===== config.mk =====
export PLATFORM = sky130hd
export DESIGN_NAME = slew_limited_motor_drive
export DESIGN_NICKNAME = d
export VERILOG_FILES = /design/src/rtl/sld_pkg.sv /design/src/rtl/slew_limited_motor_drive.sv
export SDC_FILE = /design/constraint.sdc
export NUM_CORES = 1
export LEC_CHECK = 0
export BUFFER_PORTS_ARGS = -buffer_cell sky130_fd_sc_hd__buf_2
export CAP_MARGIN = 20
export CORE_UTILIZATION = 61
export CTS_CLUSTER_DIAMETER = 200
export CTS_CLUSTER_SIZE = 20
export DETAILED_ROUTE_END_ITERATION = 10
export PLACE_DENSITY = 0.82
export SYNTH_ARGS = -nofsm -noshare
export SYNTH_HDL_FRONTEND = slang
export SYNTH_SLANG_ARGS = --single-unit
export TNS_END_PERCENT = 30

===== constraint.sdc =====
create_clock -name clock -period 12.9 [get_ports clock]
set_input_delay 2.58 -clock clock [delete_from_list [all_inputs] [get_ports clock]]
set_output_delay 2.58 -clock clock [all_outputs]
set_load 0.05 [all_outputs]

===== src/rtl/sld_pkg.sv =====
// Shared constants and types for the slew-limited motor drive.
`timescale 1ns / 1ps
`default_nettype none

package sld_pkg;

   localparam int POS_W  = 11;
   localparam int DUTY_W = 8;
   localparam int DIST_W = 10;

   localparam logic [POS_W-1:0]  POS_CENTRE = 11'd1000;
   localparam logic [POS_W-1:0]  POS_MAX    = 11'd2000;
   localparam logic [POS_W-1:0]  BAND_HIGH  = 11'd1040;
   localparam logic [POS_W-1:0]  BAND_LOW   = 11'd960;
   localparam logic [DUTY_W-1:0] DUTY_MAX   = 8'd250;

   localparam logic [POS_W-1:0]  RATE_RESET = 11'd2000;

   // request kinds carried on req_tuser
   typedef enum logic [0:0] {
      REQ_SLEW = 1'b0,
      REQ_STOP = 1'b1
   } req_kind_type;

   // configuration register indexes
   typedef enum logic [0:0] {
      REG_FAST_SLEW = 1'b0,
      REG_SLOW_SLEW = 1'b1
   } reg_idx_type;

endpackage : sld_pkg

`default_nettype wire


===== src/rtl/slew_limited_motor_drive.sv =====
// Slew-limited motor position with PWM duty and H-bridge direction outputs.
// A request passes through the input register and then the result register before
// rsp_tvalid rises; a stalled result register holds it in the input register.
// Throughput: one item per cycle unless rsp_tready stalls; the kept position updates as
// an item leaves the input register, so the following item sees it in the next cycle.
// Reset (synchronous): position 1000, both slew rates 2000, both pipeline stages empty.
`timescale 1ns / 1ps
`default_nettype none

module slew_limited_motor_drive
   import sld_pkg::*;
(
   input  wire logic                   clock,
   input  wire logic                   reset,
   // configuration writes
   input  wire logic                   csr_we,
   input  wire logic [0:0]             csr_addr,
   input  wire logic [POS_W-1:0]       csr_wdata,
   // request stream
   input  wire logic                   req_tvalid,
   output logic                        req_tready,
   input  wire logic [15:0]            req_tdata,  // [10:0] target position, [15:11] zero
   input  wire logic [0:0]             req_tuser,  // [0] req_type
   // result stream
   output logic                        rsp_tvalid,
   input  wire logic                   rsp_tready,
   output logic [23:0]                 rsp_tdata   // [10:0] motor_position, [18:11] pwm_duty,
                                                   // [19] drive_forward, [20] drive_reverse,
                                                   // [23:21] zero
);

   logic [POS_W-1:0]  fast_rate_ff;
   logic [POS_W-1:0]  slow_rate_ff;
   logic [POS_W-1:0]  position_ff;
   logic [POS_W-1:0]  position_in;

   logic              in_vld_ff;
   req_kind_type      in_kind_ff;
   logic [POS_W-1:0]  in_cmd_ff;

   logic              out_vld_ff;
   logic [POS_W-1:0]  out_pos_ff;
   logic [DUTY_W-1:0] out_duty_ff;
   logic              out_fwd_ff;
   logic              out_rev_ff;

   logic              out_free;
   logic              in_fire;

   logic              moving_up;
   logic [POS_W-1:0]  diff;
   logic [POS_W-1:0]  limit;
   logic [POS_W-1:0]  step;
   logic [POS_W:0]    sum;
   logic [POS_W-1:0]  slew_pos;
   logic [DIST_W-1:0] center_offset;
   logic [DUTY_W-1:0] duty_in;

   assign out_free   = !out_vld_ff || rsp_tready;
   assign in_fire    = in_vld_ff && out_free;
   assign req_tready = !in_vld_ff || out_free;

   // configuration registers
   always_ff @(posedge clock) begin
      if (reset) begin
         fast_rate_ff <= RATE_RESET;
         slow_rate_ff <= RATE_RESET;
      end else if (csr_we) begin
         unique case (reg_idx_type'(csr_addr))
            REG_FAST_SLEW: fast_rate_ff <= csr_wdata;
            REG_SLOW_SLEW: slow_rate_ff <= csr_wdata;
            default: ;
         endcase
      end
   end

   // input register
   always_ff @(posedge clock) begin
      if (reset) begin
         in_vld_ff <= 1'b0;
      end else if (req_tready) begin
         in_vld_ff <= req_tvalid;
      end
   end

   always_ff @(posedge clock) begin
      if (req_tvalid && req_tready) begin
         in_kind_ff <= req_kind_type'(req_tuser[0]);
         in_cmd_ff  <= req_tdata[POS_W-1:0];
      end
   end

   // slew step: slow rate when heading back toward centre, fast otherwise
   always_comb begin
      moving_up = in_cmd_ff > position_ff;
      diff      = moving_up ? (in_cmd_ff - position_ff) : (position_ff - in_cmd_ff);
      if (moving_up) begin
         limit = (position_ff < POS_CENTRE) ? slow_rate_ff : fast_rate_ff;
      end else begin
         limit = (position_ff > POS_CENTRE) ? slow_rate_ff : fast_rate_ff;
      end
      step = (diff > limit) ? limit : diff;
      sum  = {1'b0, position_ff} + {1'b0, step};
      if (moving_up) begin
         slew_pos = (sum > {1'b0, POS_MAX}) ? POS_MAX : sum[POS_W-1:0];
      end else begin
         slew_pos = (step > position_ff) ? '0 : (position_ff - step);
      end
   end

   assign position_in = (in_kind_ff == REQ_STOP) ? POS_CENTRE : slew_pos;

   // duty from distance to centre; position stays within 0..2000 so it fits 10 bits
   always_comb begin
      center_offset = (position_in >= POS_CENTRE) ? DIST_W'(position_in - POS_CENTRE)
                                                  : DIST_W'(POS_CENTRE - position_in);
      duty_in = (center_offset[DIST_W-1:2] > DUTY_MAX) ? DUTY_MAX
                                                       : center_offset[DIST_W-1:2];
   end

   always_ff @(posedge clock) begin
      if (reset) begin
         position_ff <= POS_CENTRE;
      end else if (in_fire) begin
         position_ff <= position_in;
      end
   end

   // result register
   always_ff @(posedge clock) begin
      if (reset) begin
         out_vld_ff <= 1'b0;
      end else if (out_free) begin
         out_vld_ff <= in_vld_ff;
      end
   end

   always_ff @(posedge clock) begin
      if (in_fire) begin
         out_pos_ff  <= position_in;
         out_duty_ff <= duty_in;
         out_fwd_ff  <= position_in > BAND_HIGH;
         out_rev_ff  <= position_in < BAND_LOW;
      end
   end

   assign rsp_tvalid = out_vld_ff;
   assign rsp_tdata  = {3'b000, out_rev_ff, out_fwd_ff, out_duty_ff, out_pos_ff};

endmodule : slew_limited_motor_drive

`default_nettype wire

Word-level counts from Yosys, hierarchy flattened:

Index checks and enable logic that the tools add are counted.

* output and inout bits: 26
* bits in read-only memories: 0
* register bits after elaboration: 68
* bits in latches: 0
* bits in writable memories: 0
* memories kept: 0
* input bits: 34

* eq/ne operators: 0
* reduce and logical (&&, ||, !) cells: 8
* multipliers: 0
* divide/modulo/power cells: 0
* order comparisons: 10
* shift operators: 0
* bitwise logic cells: 1
* add/subtract/negate cells: 6
* mux-type cells: 10

Operator list (number)
* 11-bit 2-to-1 mux: 9
* 11-bit > comparator: 3
* 11-bit subtractor: 3
* 11-bit by 10-bit < comparator with 1-bit output (second input constant): 2
* 11-bit by 11-bit adder with 12-bit output: 1
* 12-bit by 11-bit > comparator with 1-bit output (second input constant): 1
* 11-bit by 10-bit >= comparator with 1-bit output (second input constant): 1
* 11-bit by 10-bit > comparator with 1-bit output (second input constant): 1
* 11-bit > comparator (second input constant): 1
* 10-bit 2-to-1 mux: 1
* 10-bit subtractor (first input constant): 1
* 10-bit subtractor (second input constant): 1
* 8-bit > comparator (second input constant): 1
* 2-bit AND reduction: 2
* 1-bit logical AND: 2
* 1-bit zero test: 2
* 1-bit logical OR: 2
* 1-bit inverter: 1

Depth between registers and ports, before layout:

* depth in word-level cells: 13
* gate-level depth with buffers: 45
* gate-level depth less buffers: 40

Worst setup path before layout:

No wires, ideal clock.

* path kind: register to register
* start: reg position_ff[1]
* end: reg out_duty_ff[0], data pin
* setup time: 0.277 ns
* path buffers: 3
* stages on the path, launching flop included: 43
* slack: 3.563 ns
* required time: 12.623 ns
* clock period less this slack: 9.337 ns
* arrival time: 9.060 ns
* cell sequence: dfxtp_1 inv_1 ha_1 nor2b_1 o21bai_1 a211o_1 a21oi_2 nor2_4 clkbuf_1 or3_1 o21ai_0 buf_2 mux2i_1 ha_1 nor2b_1 o21a_1 o21a_1 o21a_1 [... 7 more ...] mux2i_1 fa_1 a21o_1 a41oi_1 nand2_1 a221o_1 or3_1 o21bai_2 o221ai_2 ha_1 nor2_1 nand3_1 o221ai_1 nand2b_1 nand3_1 a32oi_1 and3_1 a41oi_1

* longest elaborated chain between the ends: 13
* elaborated cells on any way between the ends: 24

RTL lines
* start: declaration: RTL line slew_limited_motor_drive.sv:34 `logic [POS_W-1:0] position_ff;`
* start signal: assignment: RTL line slew_limited_motor_drive.sv:125 `position_ff <= position_in;`
* 11-bit by 10-bit > comparator with 1-bit output / 11-bit by 10-bit < comparator with 1-bit output (equally long branches): RTL line slew_limited_motor_drive.sv:100, slew_limited_motor_drive.sv:98
* 11-bit 2-to-1 mux (on tied branches): RTL line slew_limited_motor_drive.sv:100, slew_limited_motor_drive.sv:98
* 11-bit 2-to-1 mux: RTL line slew_limited_motor_drive.sv:97 `if (moving_up) begin`
* 11-bit > comparator: RTL line slew_limited_motor_drive.sv:102 `step = (diff > limit) ? limit : diff;`
* 11-bit 2-to-1 mux: RTL line slew_limited_motor_drive.sv:102
* 11-bit by 11-bit adder with 12-bit output: RTL line slew_limited_motor_drive.sv:103 `sum = {1'b0, position_ff} + {1'b0, step};`
* 12-bit by 11-bit > comparator with 1-bit output: RTL line slew_limited_motor_drive.sv:105 `slew_pos = (sum > {1'b0, POS_MAX}) ? POS_MAX : sum[POS_W-1:0];`
* 11-bit 2-to-1 mux: RTL line slew_limited_motor_drive.sv:105
* 11-bit 2-to-1 mux *: RTL line slew_limited_motor_drive.sv:104 `if (moving_up) begin`
* 11-bit 2-to-1 mux *: RTL line slew_limited_motor_drive.sv:111 `assign position_in = (in_kind_ff == REQ_STOP) ? POS_CENTRE : slew_pos;`
* 10-bit subtractor, or another cell as far along: RTL line slew_limited_motor_drive.sv:116 `: DIST_W'(POS_CENTRE - position_in);`
* 10-bit 2-to-1 mux *: RTL line slew_limited_motor_drive.sv:115 `center_offset = (position_in >= POS_CENTRE) ? DIST_W'(position_in - POS_CENTRE)`
* 8-bit > comparator: RTL line slew_limited_motor_drive.sv:117 `duty_in = (center_offset[DIST_W-1:2] > DUTY_MAX) ? DUTY_MAX`
* end signal: assignment: RTL line slew_limited_motor_drive.sv:141 `out_duty_ff <= duty_in;`
* end: declaration: RTL line slew_limited_motor_drive.sv:43 `logic [DUTY_W-1:0] out_duty_ff;`

Mark *: on every way between the ends. The rest lies on a longest branch, timed or not.
A chain may end at the register's enable or synchronous reset.

Worst setup path after layout:

Same ends and word-level chain as after synthesis.

==> flow_summary.yaml <==
layout:
  stdcell_area_um2: 6460
  drive_gt1_share_pct: 14.7
  n_antenna_cell: 0
  fin_cells: 869
  final_nets: 832
  syn_to_final_growth_pct: 7.61
global_route:
  use_met1_pct: 39.8
  grt_pass1_vias: 5154
  grt_max_degree: 36
  use_met2_pct: 55.4
  grt_first_pass_wirelength_um: 25100
  grtUsageMet3_pct: 4.14
  antenna_found_initial: 0
  grt_busiest_layer: "met2"
  gr-total-overflow: 0
  gr-usage-all-layers_pct: 32.0
clock_tree:
  cts_buffer_depth: 2
  cts_root_buffer: "clkbuf_8"
  cts.sinks: 68
  holdBufCountCts: 0
  clk_pin_slew_ns: 0.08
  htreeDepth: 3
  cts_buffers: 9
  postCtsSetupBuffers: 0
  clkLatencyLatePin_ns: 0.36
  cts_tree: "done"
  ctsResizeCount: 0
setup_path:
  crit_fanout: 19
  worst_path_max_delay_cell: "o21ai_2"
  worst_path_most_repeated_cell: "ha_1"
  crit_type: "flip-flop to flip-flop"
  cpPeakStageDelay_ns: 0.85
  cp-end-kind: "flip-flop"
  required_ns: 12.99
  critPathArrivalTime_ns: 11.10
  worstSetupStartpointType: "flip-flop"
detailed_routing:
  via_count: 5385
  vias_per_cell: 6.20
  drc_errors: 0
  wire_per_inst_um: 18.2
  wirelength_um: 15900
  first_iter_violations: 333
  detail-route-antenna-nets: 0
  drt_pass1_iterations: 5
power:
  leakage_nw: 2.84
  vdd_drop_max_v: 0.0000999
  power.density_nw_per_um2: 244
sta:
  rsz0062_at_grt: "no"
  skew_ns: 0.00856
  slew_headroom_pct: 30.1
  post-route-period-util_pct: 85.3
  setup_tns_ns: 0
  fmax_mhz: 90.8
  finalCriticalPeriod_ns: 11.01
  slew_viol_final: 0
  worst_slack_ns: 1.89
  setup_viol: 0
  worst_slew_pin_slew_ns: 1.05
  hold_ws_ns: 0.467
  hold_violations: 0
yosys:
  synth_edf_count: 33
  ys_types: 80
  synth-async-reset-ratio_pct: 0
  synth_seq_cells: 68
  synth_flop_cell: "dfxtp_1"
  avgSynthCellArea_um2: 8.54
  ys_seq_area_share_pct: 28.2
  synthMostInstantiatedCell: "nand2_1"
  netlist_top_cells_area: "edfxtp_1 (17%), ha_1 (12%), dfxtp_1 (12%)"
  yosys.area.top_type: "edfxtp_1"
  netlist_area_um2: 6000
  synth_top_area_share_pct: 16.5
  synth_warnings: 0
  synth.top_cells.by_count: "nand2_1 (81), ha_1 (59), nor2_1 (56)"
  netlist_instances: 703
floorplanning:
  io_pins: 60
  fp.dieH_um: 101
  die_w_um: 101
  rows: 35
  start_util_pct: 64.0
  die_area_um2: 10200
  core_um2: 9370
placed_design:
  gp_congestion: 0.954
  place_ws_ns: 2.23
  dp_hpwl_um: 12100
  numPortBuffers: 51
  placed_area_um2: 6260
  place_inst: 853
outcome:
  status: "completed"
hold_path:
  hold_class: "flip-flop to flip-flop"
flow_run:
  drv_cap: 0
## cell type report
type	instances	area, µm²
sequential	68	1690
timing repair buffer	53	270
multi-input combinational	547	3920
tap	129	161
fill	806	2910
clock buffer	9	124
inverter	56	215
clock inverter	7	72.6
## metrics by stage
step | power, mW | util (%)
after floorplan | 1.15 | -
after global placement | 1.33 | 66.8
after detailed placement | 1.36 | 66.8
after CTS | 1.55 | 68.9
after global routing | 1.68 | 68.9
final | 1.57 | 68.9
## kinds of logic after synthesis
| kind of cell | after synthesis | share of synthesized area [%] |
|---|---|---|
| adders and majority gates | 63 | 13.6 |
| DFF | 68 | 28.2 |
| buffers and inverters | 90 | 6.57 |
| AOI/OAI and AO/OA | 180 | 22.3 |
| muxes | 35 | 5.96 |
| and+or+nand+nor | 243 | 19.6 |
| other | 1 | 0.0625 |
| xor gates and xnor gates | 23 | 3.61 |
## state kept, by name, summed over array words and instances, names as in the netlist
name and flops:
fast_rate_ff 11, in_cmd_ff 11, out_pos_ff 11, position_ff 11, slow_rate_ff 11, out_duty_ff 8
in_kind_ff 1, in_vld_ff 1, out_fwd_ff 1, out_rev_ff 1, rsp_tvalid 1
## worst paths after layout
path	from	endpoint	slack, ns	cells after the start
worst max-delay path	position_ff[1]	out_duty_ff[0]	1.89	37
worst min-delay path	slow_rate_ff[3]	slow_rate_ff[3]	0.47	2
worst max register to register	position_ff[1]	out_duty_ff[0]	1.89	37
worst min register to register	slow_rate_ff[3]	slow_rate_ff[3]	0.47	2
## per-layer routing
metal  part of all wire [%]  vias to the layer above  routed length, µm
li1                       -                     2585                  -
met2                     49                      220               7760
met3                    5.5                       39                872
met1                     43                     2541               6770
met5                      0                        -                  0
met4                    2.8                        0                448
## where the power goes
group,switching [mW],total [mW],internal (mW)
logic,0.699,1.10,0.404
registers,0.0146,0.286,0.272
clock network,0.0943,0.185,0.0905
total,0.808,1.57,0.766
## worst max-delay path: cells and delay by family, from the launching register on
family / cells / cell delay, ns
fa+ha+maj: 5 / 1.68
simple gates: 13 / 2.94
buf+inv: 1 / 0.20
flops: 1 / 0.54
mux: 1 / 0.42
compound gates: 17 / 4.98
## cell usage in the layout, fill, tap and decap left out, types with 13 or more instances in the layout
master    synthesis  layout
nor3_1           14      14
mux2i_1          29      29
o21ai_0          16      15
a211o_1          13      13
ha_1             59      59
a21o_1           13      13
dfxtp_1          35      35
nand3_1          16      16
o21a_1           14      14
a21oi_1          48      48
edfxtp_1         33      33
xnor2_1          17      17
nor2_1           56      56
buf_2            10      51
nand2_1          81      81
inv_1            52      52
Power figures use the tool's default switching activity.
